## src/design/i2c_master_byte_sequencer_macros.svh

```systemverilog
// Assertion macros for the I2C master byte sequencer.
// Expects clk and arst_n in the scope where a macro is used.
`ifndef I2C_MASTER_BYTE_SEQUENCER_MACROS_SVH
`define I2C_MASTER_BYTE_SEQUENCER_MACROS_SVH

// Property holds at every clock edge outside reset.
`define IMBS_ASSERT(lbl, prop, msg) \
	lbl: assert property (@(posedge clk) disable iff (!arst_n) (prop)) else $error(msg);

// Consequent holds in the cycle after the antecedent.
`define IMBS_ASSERT_NEXT(lbl, ante, cons, msg) \
	lbl: assert property (@(posedge clk) disable iff (!arst_n) (ante) |=> (cons)) else $error(msg);

`endif

```

## src/design/imbs_pkg.sv

```systemverilog
// Shared types and constants of the I2C master byte sequencer.
// No dependencies; imported by the controller, datapath and top level.
package imbs_pkg;

	localparam int PATTERN_MAX = 8;
	localparam logic [3:0] LEN_LIMIT = 4'((PATTERN_MAX < 8) ? PATTERN_MAX : 8);

	// command codes
	localparam logic [1:0] FUNC_START = 2'd0;
	localparam logic [1:0] FUNC_SEND  = 2'd1;
	localparam logic [1:0] FUNC_READ  = 2'd2;
	localparam logic [1:0] FUNC_STOP  = 2'd3;

	// configuration register indexes
	localparam logic [2:0] REG_SLAVE_ADDRESS = 3'd0;
	localparam logic [2:0] REG_START_PATTERN = 3'd1;
	localparam logic [2:0] REG_START_LENGTH  = 3'd2;
	localparam logic [2:0] REG_STOP_PATTERN  = 3'd3;
	localparam logic [2:0] REG_STOP_LENGTH   = 3'd4;

	// pin operations
	localparam logic [1:0] OP_SDA  = 2'd0;
	localparam logic [1:0] OP_SCL  = 2'd1;
	localparam logic [1:0] OP_DRV  = 2'd2;
	localparam logic [1:0] OP_HIGH = 2'd3;

	// symbols 0,1,0,0 and 1,1,1,0
	localparam logic [7:0] ACK_SEQ  = 8'h02;
	localparam logic [7:0] NACK_SEQ = 8'h07;
	localparam logic [2:0] ANSWER_LAST = 3'd3;

	typedef struct packed {
		logic [1:0] func;
		logic       write_mode;
		logic [7:0] data_byte;
		logic       ack_after_read;
		logic       slave_ack_level;
		logic [7:0] slave_byte;
	} in_item_t;

	typedef struct packed {
		logic       scl_level;
		logic       sda_level;
		logic       sda_drive;
		logic       last;
		logic       acked;
		logic [7:0] read_data;
	} out_item_t;

	typedef struct packed {
		logic       load;
		logic       emit;
		logic [1:0] op;
		logic       val;
		logic       last;
		logic       acked;
		logic       shift_pat;
		logic       shift_byte;
	} cmd_t;

	typedef struct packed {
		logic       op_ready;
		logic       pat_bit;
		logic       byte_msb;
		logic       nack;
		logic [1:0] func;
		logic [3:0] start_len;
		logic [3:0] stop_len;
	} sts_t;

	function automatic logic [3:0] clamp_len(input logic [3:0] len);
		clamp_len = (len > LEN_LIMIT) ? LEN_LIMIT : len;
	endfunction

endpackage

```

## src/design/i2c_master_byte_sequencer.sv

```systemverilog
// I2C master byte sequencer: one pin-operation beat per cycle while the output is taken.
// A command is accepted only when idle; its first beat follows via the state and result registers.
// Each command's pin operations come from the controller state machine, which emits one per cycle
// into the result register while the output register has room.
// Reset clears all config registers, sets SCL low, SDA low with SDA driven, and empties the output.
module i2c_master_byte_sequencer import imbs_pkg::*; (
	input  logic       clk,
	input  logic       arst_n,
	input  logic       cfg_valid,
	output logic       cfg_ready,
	input  logic [2:0] cfg_index,
	input  logic [7:0] cfg_data,
	input  logic       in_valid,
	output logic       in_ready,
	input  in_item_t   in_data,
	output logic       out_valid,
	input  logic       out_ready,
	output out_item_t  out_data
);

	cmd_t cmd;
	sts_t sts;

	imbs_ctrl u_ctrl (
		.clk      (clk),
		.arst_n   (arst_n),
		.in_valid (in_valid),
		.in_func  (in_data.func),
		.in_ready (in_ready),
		.sts      (sts),
		.cmd      (cmd)
	);

	imbs_datapath u_datapath (
		.clk       (clk),
		.arst_n    (arst_n),
		.cfg_valid (cfg_valid),
		.cfg_ready (cfg_ready),
		.cfg_index (cfg_index),
		.cfg_data  (cfg_data),
		.in_data   (in_data),
		.out_data  (out_data),
		.out_valid (out_valid),
		.out_ready (out_ready),
		.cmd       (cmd),
		.sts       (sts)
	);

endmodule

```

## src/design/imbs_ctrl.sv

```systemverilog
// Controller of the I2C master byte sequencer: walks each command through its pin operations.
// Depends on imbs_pkg and the assertion macro header.
`include "i2c_master_byte_sequencer_macros.svh"

module imbs_ctrl import imbs_pkg::*; (
	input  logic       clk,
	input  logic       arst_n,
	input  logic       in_valid,
	input  logic [1:0] in_func,
	output logic       in_ready,
	input  sts_t       sts,
	output cmd_t       cmd
);

	localparam logic [3:0] ST_IDLE     = 4'd0;
	localparam logic [3:0] ST_PLAY     = 4'd1;
	localparam logic [3:0] ST_SDA      = 4'd2;
	localparam logic [3:0] ST_SCL_HI   = 4'd3;
	localparam logic [3:0] ST_SCL_LO   = 4'd4;
	localparam logic [3:0] ST_ACK_REL  = 4'd5;
	localparam logic [3:0] ST_ACK_HI   = 4'd6;
	localparam logic [3:0] ST_ACK_LO   = 4'd7;
	localparam logic [3:0] ST_ACK_DRV  = 4'd8;
	localparam logic [3:0] ST_NACK_HI  = 4'd9;
	localparam logic [3:0] ST_RD_REL   = 4'd10;
	localparam logic [3:0] ST_RD_HI    = 4'd11;
	localparam logic [3:0] ST_RD_LO    = 4'd12;
	localparam logic [3:0] ST_RD_DRV   = 4'd13;
	localparam logic [3:0] ST_STOP_END = 4'd14;

	localparam logic [2:0] BITS_LAST = 3'd7;

	logic [3:0] state_q, state_d;
	logic [2:0] cnt_q, cnt_d;
	logic       par_q, par_d;

	assign in_ready = (state_q == ST_IDLE);

	always_comb begin
		state_d = state_q;
		cnt_d   = cnt_q;
		par_d   = par_q;
		cmd     = '0;
		cmd.load = in_valid && in_ready;
		cmd.emit = (state_q != ST_IDLE) && sts.op_ready;
		unique case (state_q)
			ST_IDLE: begin
				par_d = 1'b0;
				if (cmd.load) begin
					case (in_func)
						FUNC_START: begin
							if (sts.start_len == 4'd0) begin
								state_d = ST_SDA;
								cnt_d   = BITS_LAST;
							end else begin
								state_d = ST_PLAY;
								cnt_d   = 3'(sts.start_len - 4'd1);
							end
						end
						FUNC_SEND: begin
							state_d = ST_SDA;
							cnt_d   = BITS_LAST;
						end
						FUNC_READ: state_d = ST_RD_REL;
						default: begin
							if (sts.stop_len == 4'd0) begin
								state_d = ST_STOP_END;
							end else begin
								state_d = ST_PLAY;
								cnt_d   = 3'(sts.stop_len - 4'd1);
							end
						end
					endcase
				end
			end
			ST_PLAY: begin
				// even symbols drive SDA, odd symbols drive SCL
				cmd.op        = par_q ? OP_SCL : OP_SDA;
				cmd.val       = sts.pat_bit;
				cmd.shift_pat = cmd.emit;
				cmd.last      = (cnt_q == 3'd0) && (sts.func == FUNC_READ);
				if (cmd.emit) begin
					if (cnt_q != 3'd0) begin
						cnt_d = cnt_q - 3'd1;
						par_d = ~par_q;
					end else begin
						case (sts.func)
							FUNC_START: begin
								state_d = ST_SDA;
								cnt_d   = BITS_LAST;
							end
							FUNC_STOP: state_d = ST_STOP_END;
							default:   state_d = ST_IDLE;
						endcase
					end
				end
			end
			ST_SDA: begin
				cmd.op         = OP_SDA;
				cmd.val        = sts.byte_msb;
				cmd.shift_byte = cmd.emit;
				if (cmd.emit) state_d = ST_SCL_HI;
			end
			ST_SCL_HI: begin
				cmd.op  = OP_SCL;
				cmd.val = 1'b1;
				if (cmd.emit) state_d = ST_SCL_LO;
			end
			ST_SCL_LO: begin
				cmd.op  = OP_SCL;
				cmd.val = 1'b0;
				if (cmd.emit) begin
					if (cnt_q != 3'd0) begin
						cnt_d   = cnt_q - 3'd1;
						state_d = ST_SDA;
					end else begin
						state_d = ST_ACK_REL;
					end
				end
			end
			ST_ACK_REL: begin
				cmd.op  = OP_DRV;
				cmd.val = 1'b0;
				if (cmd.emit) state_d = ST_ACK_HI;
			end
			ST_ACK_HI: begin
				cmd.op  = OP_SCL;
				cmd.val = 1'b1;
				if (cmd.emit) state_d = ST_ACK_LO;
			end
			ST_ACK_LO: begin
				cmd.op  = OP_SCL;
				cmd.val = 1'b0;
				if (cmd.emit) state_d = ST_ACK_DRV;
			end
			ST_ACK_DRV: begin
				cmd.op    = OP_DRV;
				cmd.val   = 1'b1;
				cmd.last  = !sts.nack;
				cmd.acked = !sts.nack;
				if (cmd.emit) state_d = sts.nack ? ST_NACK_HI : ST_IDLE;
			end
			ST_NACK_HI: begin
				// release both lines together, report failure
				cmd.op   = OP_HIGH;
				cmd.val  = 1'b1;
				cmd.last = 1'b1;
				if (cmd.emit) state_d = ST_IDLE;
			end
			ST_RD_REL: begin
				cmd.op  = OP_DRV;
				cmd.val = 1'b0;
				if (cmd.emit) begin
					state_d = ST_RD_HI;
					cnt_d   = BITS_LAST;
				end
			end
			ST_RD_HI: begin
				cmd.op  = OP_SCL;
				cmd.val = 1'b1;
				if (cmd.emit) state_d = ST_RD_LO;
			end
			ST_RD_LO: begin
				cmd.op  = OP_SCL;
				cmd.val = 1'b0;
				if (cmd.emit) begin
					if (cnt_q != 3'd0) begin
						cnt_d   = cnt_q - 3'd1;
						state_d = ST_RD_HI;
					end else begin
						state_d = ST_RD_DRV;
					end
				end
			end
			ST_RD_DRV: begin
				cmd.op  = OP_DRV;
				cmd.val = 1'b1;
				if (cmd.emit) begin
					state_d = ST_PLAY;
					cnt_d   = ANSWER_LAST;
					par_d   = 1'b0;
				end
			end
			ST_STOP_END: begin
				cmd.op   = OP_HIGH;
				cmd.val  = 1'b1;
				cmd.last = 1'b1;
				if (cmd.emit) state_d = ST_IDLE;
			end
			default: state_d = ST_IDLE;
		endcase
	end

	always_ff @(posedge clk or negedge arst_n) begin
		if (!arst_n) begin
			state_q <= ST_IDLE;
			cnt_q   <= 3'd0;
			par_q   <= 1'b0;
		end else begin
			state_q <= state_d;
			cnt_q   <= cnt_d;
			par_q   <= par_d;
		end
	end

	`IMBS_ASSERT(a_no_emit_idle, !(state_q == ST_IDLE && cmd.emit), "pin op emitted while idle")
	`IMBS_ASSERT_NEXT(a_last_to_idle, cmd.emit && cmd.last, state_q == ST_IDLE, "command did not end after last beat")
	`IMBS_ASSERT(a_emit_needs_room, !cmd.emit || sts.op_ready, "pin op emitted into a full output register")

endmodule

```

## src/design/imbs_datapath.sv

```systemverilog
// Datapath of the I2C master byte sequencer: config registers, command operands,
// pin state and the result register. Depends on imbs_pkg and the assertion macro header.
`include "i2c_master_byte_sequencer_macros.svh"

module imbs_datapath import imbs_pkg::*; (
	input  logic       clk,
	input  logic       arst_n,
	input  logic       cfg_valid,
	output logic       cfg_ready,
	input  logic [2:0] cfg_index,
	input  logic [7:0] cfg_data,
	input  in_item_t   in_data,
	output out_item_t  out_data,
	output logic       out_valid,
	input  logic       out_ready,
	input  cmd_t       cmd,
	output sts_t       sts
);

	logic [6:0] slave_address_q;
	logic [7:0] start_pattern_q;
	logic [3:0] start_length_q;
	logic [7:0] stop_pattern_q;
	logic [3:0] stop_length_q;

	logic [1:0] func_q;
	logic [7:0] pat_q;
	logic [7:0] byte_q;
	logic       nack_q;
	logic [7:0] rdb_q;

	logic       scl_q, sda_q, drv_q;
	logic       scl_d, sda_d, drv_d;
	logic       out_valid_q;
	out_item_t  out_q;

	assign cfg_ready = 1'b1;

	always_ff @(posedge clk or negedge arst_n) begin
		if (!arst_n) begin
			slave_address_q <= '0;
			start_pattern_q <= '0;
			start_length_q  <= '0;
			stop_pattern_q  <= '0;
			stop_length_q   <= '0;
		end else if (cfg_valid) begin
			unique case (cfg_index)
				REG_SLAVE_ADDRESS: slave_address_q <= cfg_data[6:0];
				REG_START_PATTERN: start_pattern_q <= cfg_data;
				REG_START_LENGTH:  start_length_q  <= cfg_data[3:0];
				REG_STOP_PATTERN:  stop_pattern_q  <= cfg_data;
				REG_STOP_LENGTH:   stop_length_q   <= cfg_data[3:0];
				default: ;
			endcase
		end
	end

	// capture operands on accept, shift them as the controller consumes bits
	always_ff @(posedge clk) begin
		if (cmd.load) begin
			func_q <= in_data.func;
			nack_q <= in_data.slave_ack_level;
			rdb_q  <= in_data.slave_byte;
			byte_q <= (in_data.func == FUNC_START) ?
				{slave_address_q, ~in_data.write_mode} : in_data.data_byte;
			case (in_data.func)
				FUNC_READ: pat_q <= in_data.ack_after_read ? ACK_SEQ : NACK_SEQ;
				FUNC_STOP: pat_q <= stop_pattern_q;
				default:   pat_q <= start_pattern_q;
			endcase
		end else begin
			if (cmd.shift_pat)  pat_q  <= {1'b0, pat_q[7:1]};
			if (cmd.shift_byte) byte_q <= {byte_q[6:0], 1'b0};
		end
	end

	always_comb begin
		scl_d = scl_q;
		sda_d = sda_q;
		drv_d = drv_q;
		unique case (cmd.op)
			OP_SDA:  sda_d = cmd.val;
			OP_SCL:  scl_d = cmd.val;
			OP_DRV:  drv_d = cmd.val;
			OP_HIGH: begin
				scl_d = 1'b1;
				sda_d = 1'b1;
			end
			default: ;
		endcase
	end

	always_ff @(posedge clk or negedge arst_n) begin
		if (!arst_n) begin
			scl_q       <= 1'b0;
			sda_q       <= 1'b0;
			drv_q       <= 1'b1;
			out_valid_q <= 1'b0;
		end else if (cmd.emit) begin
			scl_q       <= scl_d;
			sda_q       <= sda_d;
			drv_q       <= drv_d;
			out_valid_q <= 1'b1;
		end else if (out_ready) begin
			out_valid_q <= 1'b0;
		end
	end

	always_ff @(posedge clk) begin
		if (cmd.emit) begin
			out_q.scl_level <= scl_d;
			out_q.sda_level <= sda_d;
			out_q.sda_drive <= drv_d;
			out_q.last      <= cmd.last;
			out_q.acked     <= cmd.acked;
			out_q.read_data <= (cmd.last && func_q == FUNC_READ) ? rdb_q : 8'd0;
		end
	end

	assign out_valid = out_valid_q;
	assign out_data  = out_q;

	assign sts.op_ready  = !out_valid_q || out_ready;
	assign sts.pat_bit   = pat_q[0];
	assign sts.byte_msb  = byte_q[7];
	assign sts.nack      = nack_q;
	assign sts.func      = func_q;
	assign sts.start_len = clamp_len(start_length_q);
	assign sts.stop_len  = clamp_len(stop_length_q);

	`IMBS_ASSERT(a_acked_on_last, !(out_valid_q && out_q.acked) || out_q.last, "acked set before the last beat")
	`IMBS_ASSERT(a_data_on_last, !(out_valid_q && out_q.read_data != 8'd0) || out_q.last, "read data set before the last beat")

endmodule

```

## config.mk

```make
export PLATFORM = sky130hd
export DESIGN_NAME = i2c_master_byte_sequencer
export DESIGN_NICKNAME = d
export VERILOG_FILES = /design/src/design/imbs_pkg.sv /design/src/design/i2c_master_byte_sequencer.sv /design/src/design/imbs_ctrl.sv /design/src/design/imbs_datapath.sv
export VERILOG_INCLUDE_DIRS = /design/src /design/src/design
export SDC_FILE = /design/constraint.sdc
export NUM_CORES = 1
export LEC_CHECK = 0
export ABC_AREA = 1
export BUFFER_PORTS_ARGS = -buffer_cell sky130_fd_sc_hd__buf_4
export CAP_MARGIN = 10
export CORE_MARGIN = 10
export CORE_UTILIZATION = 28
export DETAILED_ROUTE_END_ITERATION = 6
export PLACE_DENSITY = 0.42
export SLEW_MARGIN = 20
export SYNTH_ARGS = -nofsm -noshare
export SYNTH_HDL_FRONTEND = slang
export SYNTH_HIERARCHICAL = 1
export SYNTH_SLANG_ARGS = --single-unit
```

## constraint.sdc

```tcl
create_clock -name clk -period 4.7 [get_ports clk]
set_clock_uncertainty 0.1 [all_clocks]
set_input_delay 0.47 -clock clk [delete_from_list [all_inputs] [get_ports clk]]
set_output_delay 0.47 -clock clk [all_outputs]
set_load 0.02 [all_outputs]
```

==> summary.txt <==
Routing
  • Number of detailed-route iterations in the first pass: 4
  • Vias: 3669
  • WL final: 11500 um
  • Post-DRT Antenna Nets: 0
  • Iter 0 DRT Violations: 375
  • Number of vias per cell: 4.46
  • DR WL/cell: 14.0 um
  • DR DRC count: 0

Synth
  • Yosys warns: 6
  • Yosys reg bits: 83
  • Synthesized Nets: 609
  • Mapped cell area: 0.00457 mm2
  • Post-synthesis sequential area ratio: 49.9%
  • Syn_area_per_cell: 8.20 um2
  • Synth cell types: 36
  • Post-Syn Instances: 557

Global route
  • Initial antenna violation count: 0
  • First-pass GRT wire length: 18900 um
  • Vias in the first global route: 3736
  • Total gr overflow: 0
  • GRT Total Usage: 10.8%
  • Largest net degree at the start of global routing: 44

Final layout
  • N_diodes: 0
  • Nets@finish: 654
  • Filler cell count: 1704
  • Most common cell after layout, fill and taps aside: nand2_1
  • Most frequent cells in the layout: nand2_1, inv_1, buf_4
  • Area added between synthesis and finish: 18.3%
  • Ratio of cells with drive above 1 in the final layout: 16.1%

Outcome
  • Status: completed

Pwr
  • Pwr/cell area: 583 mW/mm2
  • Pleak: 2.67 nW
  • Power Total: 3.15 mW
  • VDD IR max: 0.227 mV

Placed design
  • GPL Wtd Cong: 0.882
  • HPWL Detailed: 8760 um
  • I/O Buffers: 51

STA
  • Worst rel slew slack: 58.5%
  • Unrepaired setup endpoints after global routing: no
  • Fmax: 374 MHz
  • Final period utilization: 56.9%
  • Finish-stage setup viols: 0
  • Minimum clock period: 2.67 ns
  • Slew @ Worst Pin: 0.622 ns
  • Slew Limit Fails: 0
  • Fin. Hold Viols: 0
  • Setup TNS: 0 ns

CTS
  • CTS clock-pin slew for the worst setup and hold paths: 0.07 ns
  • Clock sinks: 83
  • CTS buffer count: 9
  • CTS Hold Buffers Added: 0
  • Setup bufs post-CTS: 0
  • Clock Tree Buf Depth: 2
  • PostCTS Resize Cnt: 0
  • CTS root buf: clkbuf_16
  • Skew-Pair Late Insertion Delay: 0.34 ns
  • Htree depth: 3
  • CTS tree: done

Floorplan
  • # IOs: 53
  • Chip height: 148 um
  • Total die area: 0.0218 mm2
  • Core area: 0.0159 mm2
  • Starting Density: 28.6%
  • Die X: 148 um
  • # rows: 46

Min path
  • Hold Path Class: in2async

Critical path
  • Worst setup SP type: flip-flop
  • Setup CP Type: reg2reg
  • WP data arrival: 2.67 ns
  • CP max FO: 19
  • CP Capture Type: flip-flop
  • CP required: 4.69 ns

Run
  • Max Cap Viol: 0
==> stage by stage <==
stage,cell area (um2),worst slack (ns),utilization (%),hold slack [ns],instances
detailed placement,5110,2.02,32.0,0.359,807
CTS,5400,2.02,33.9,0.0455,823
finish,5400,2.03,33.9,0.0302,823
floorplan,4570,2.28,-,0.0744,557
global route,5400,1.80,33.9,0.0789,823
global placement,5110,2.12,32.0,0.360,807
==> cell families after synthesis <==
group,count (synthesis),synth area share [%]
XOR/XNOR,1,0.192
adder cells (fa/ha/maj),15,4.11
flip-flops,83,49.9
other,1,0.0821
AND/OR/NAND/NOR,304,29.9
buffers and inverters,96,9.07
AO/OA/AOI/OAI,57,6.79
==> report_power, final <==
part           total (mW)  internal, mW  switching, mW
Clock               0.705         0.410          0.295
Sequential           1.19          1.07          0.124
Combinational        1.25         0.428          0.823
==> registers in the layout, summed over array words and instances, names as in the netlist, 4 cells and up <==
signal / count
u_datapath/out_data: 13
u_datapath/byte_q: 8
u_datapath/pat_q: 8
u_datapath/rdb_q: 8
u_datapath/start_pattern_q: 8
u_datapath/stop_pattern_q: 8
u_datapath/slave_address_q: 7
u_ctrl/state_q: 4
u_datapath/start_length_q: 4
u_datapath/stop_length_q: 4
==> critical path: stages (launching register included) <==
cell,delay (ns)
dfrtp_1,0.47
nor2_2,0.37
nand2_4,0.13
nor2_2,0.51
buf_4,0.34
inv_1,0.23
a21oi_1,0.19
a21oi_1,0.08
==> cells in the mapped netlist <==
library cell | count | area (um2)
edfxtp_1 | 40 | 1200
inv_1 | 73 | 274
and2_1 | 1 | 6.26
inv_2 | 5 | 18.8
o22ai_1 | 1 | 6.26
a211oi_1 | 1 | 7.51
clkbuf_1 | 3 | 11.3
nand2_2 | 5 | 31.3
nand3_1 | 35 | 175
o21ai_2 | 1 | 8.76
ha_1 | 15 | 188
nor2_2 | 6 | 37.5
nor2_4 | 4 | 45.0
dfrtp_1 | 42 | 1050
nor2_1 | 50 | 188
nand2_4 | 2 | 22.5
buf_6 | 4 | 45.0
o21ai_0 | 22 | 110
buf_2 | 7 | 35.0
dfstp_2 | 1 | 26.3
nand2_1 | 169 | 634
buf_4 | 4 | 30.0
a21boi_0 | 2 | 15.0
nand3b_1 | 2 | 15.0
or2_2 | 2 | 12.5
a21o_1 | 1 | 7.51
o21ai_1 | 7 | 35.0
nor2_8 | 1 | 20.0
a22oi_1 | 2 | 15.0
o211ai_1 | 2 | 15.0
nor3_1 | 3 | 15.0
a21oi_1 | 18 | 90.1
nand4_1 | 21 | 131
xnor2_1 | 1 | 8.76
nand3_2 | 3 | 30.0
conb_1 | 1 | 3.75
==> cell type report <==
type	count	area [um2]	area share [%]
sequential	83	2280	42.2
multi-input combinational	378	1880	34.7
timing repair buffer	52	390	7.23
inverter	78	293	5.42
tap	216	270	5.00
clock buffer	9	225	4.17
clock inverter	7	68.8	1.27
==> worst paths after layout <==
check                      cells past startpoint  slack, ns                                        to                                      from
min reg2reg                                    2       0.37  u_datapath/stop_pattern_q[2]$_DFFE_PN0P_  u_datapath/stop_pattern_q[2]$_DFFE_PN0P_
max                                            7       2.03             u_datapath/pat_q[6]$_DFFE_PP_             u_ctrl/state_q[0]$_DFFE_PN0P_
min in group clk                               1       0.20             u_datapath/rdb_q[7]$_DFFE_PP_                                in_data[7]
min                                            1       0.03   u_datapath/stop_length_q[0]$_DFFE_PN0P_                                    arst_n
max reg2reg                                    7       2.03             u_datapath/pat_q[6]$_DFFE_PP_             u_ctrl/state_q[0]$_DFFE_PN0P_
max in group asynchronous                      1       4.07              u_datapath/sda_q$_DFFE_PN0P_                                    arst_n
==> layer usage <==
metal,GRT usage (%),share of wire (%),vias up
met4,3.82,1.4,0
met2,17.6,47,71
li1,-,-,1879
met5,0,0,-
met1,13.1,47,1708
met3,3.30,4.2,11
(Power assumes the default switching activity.)
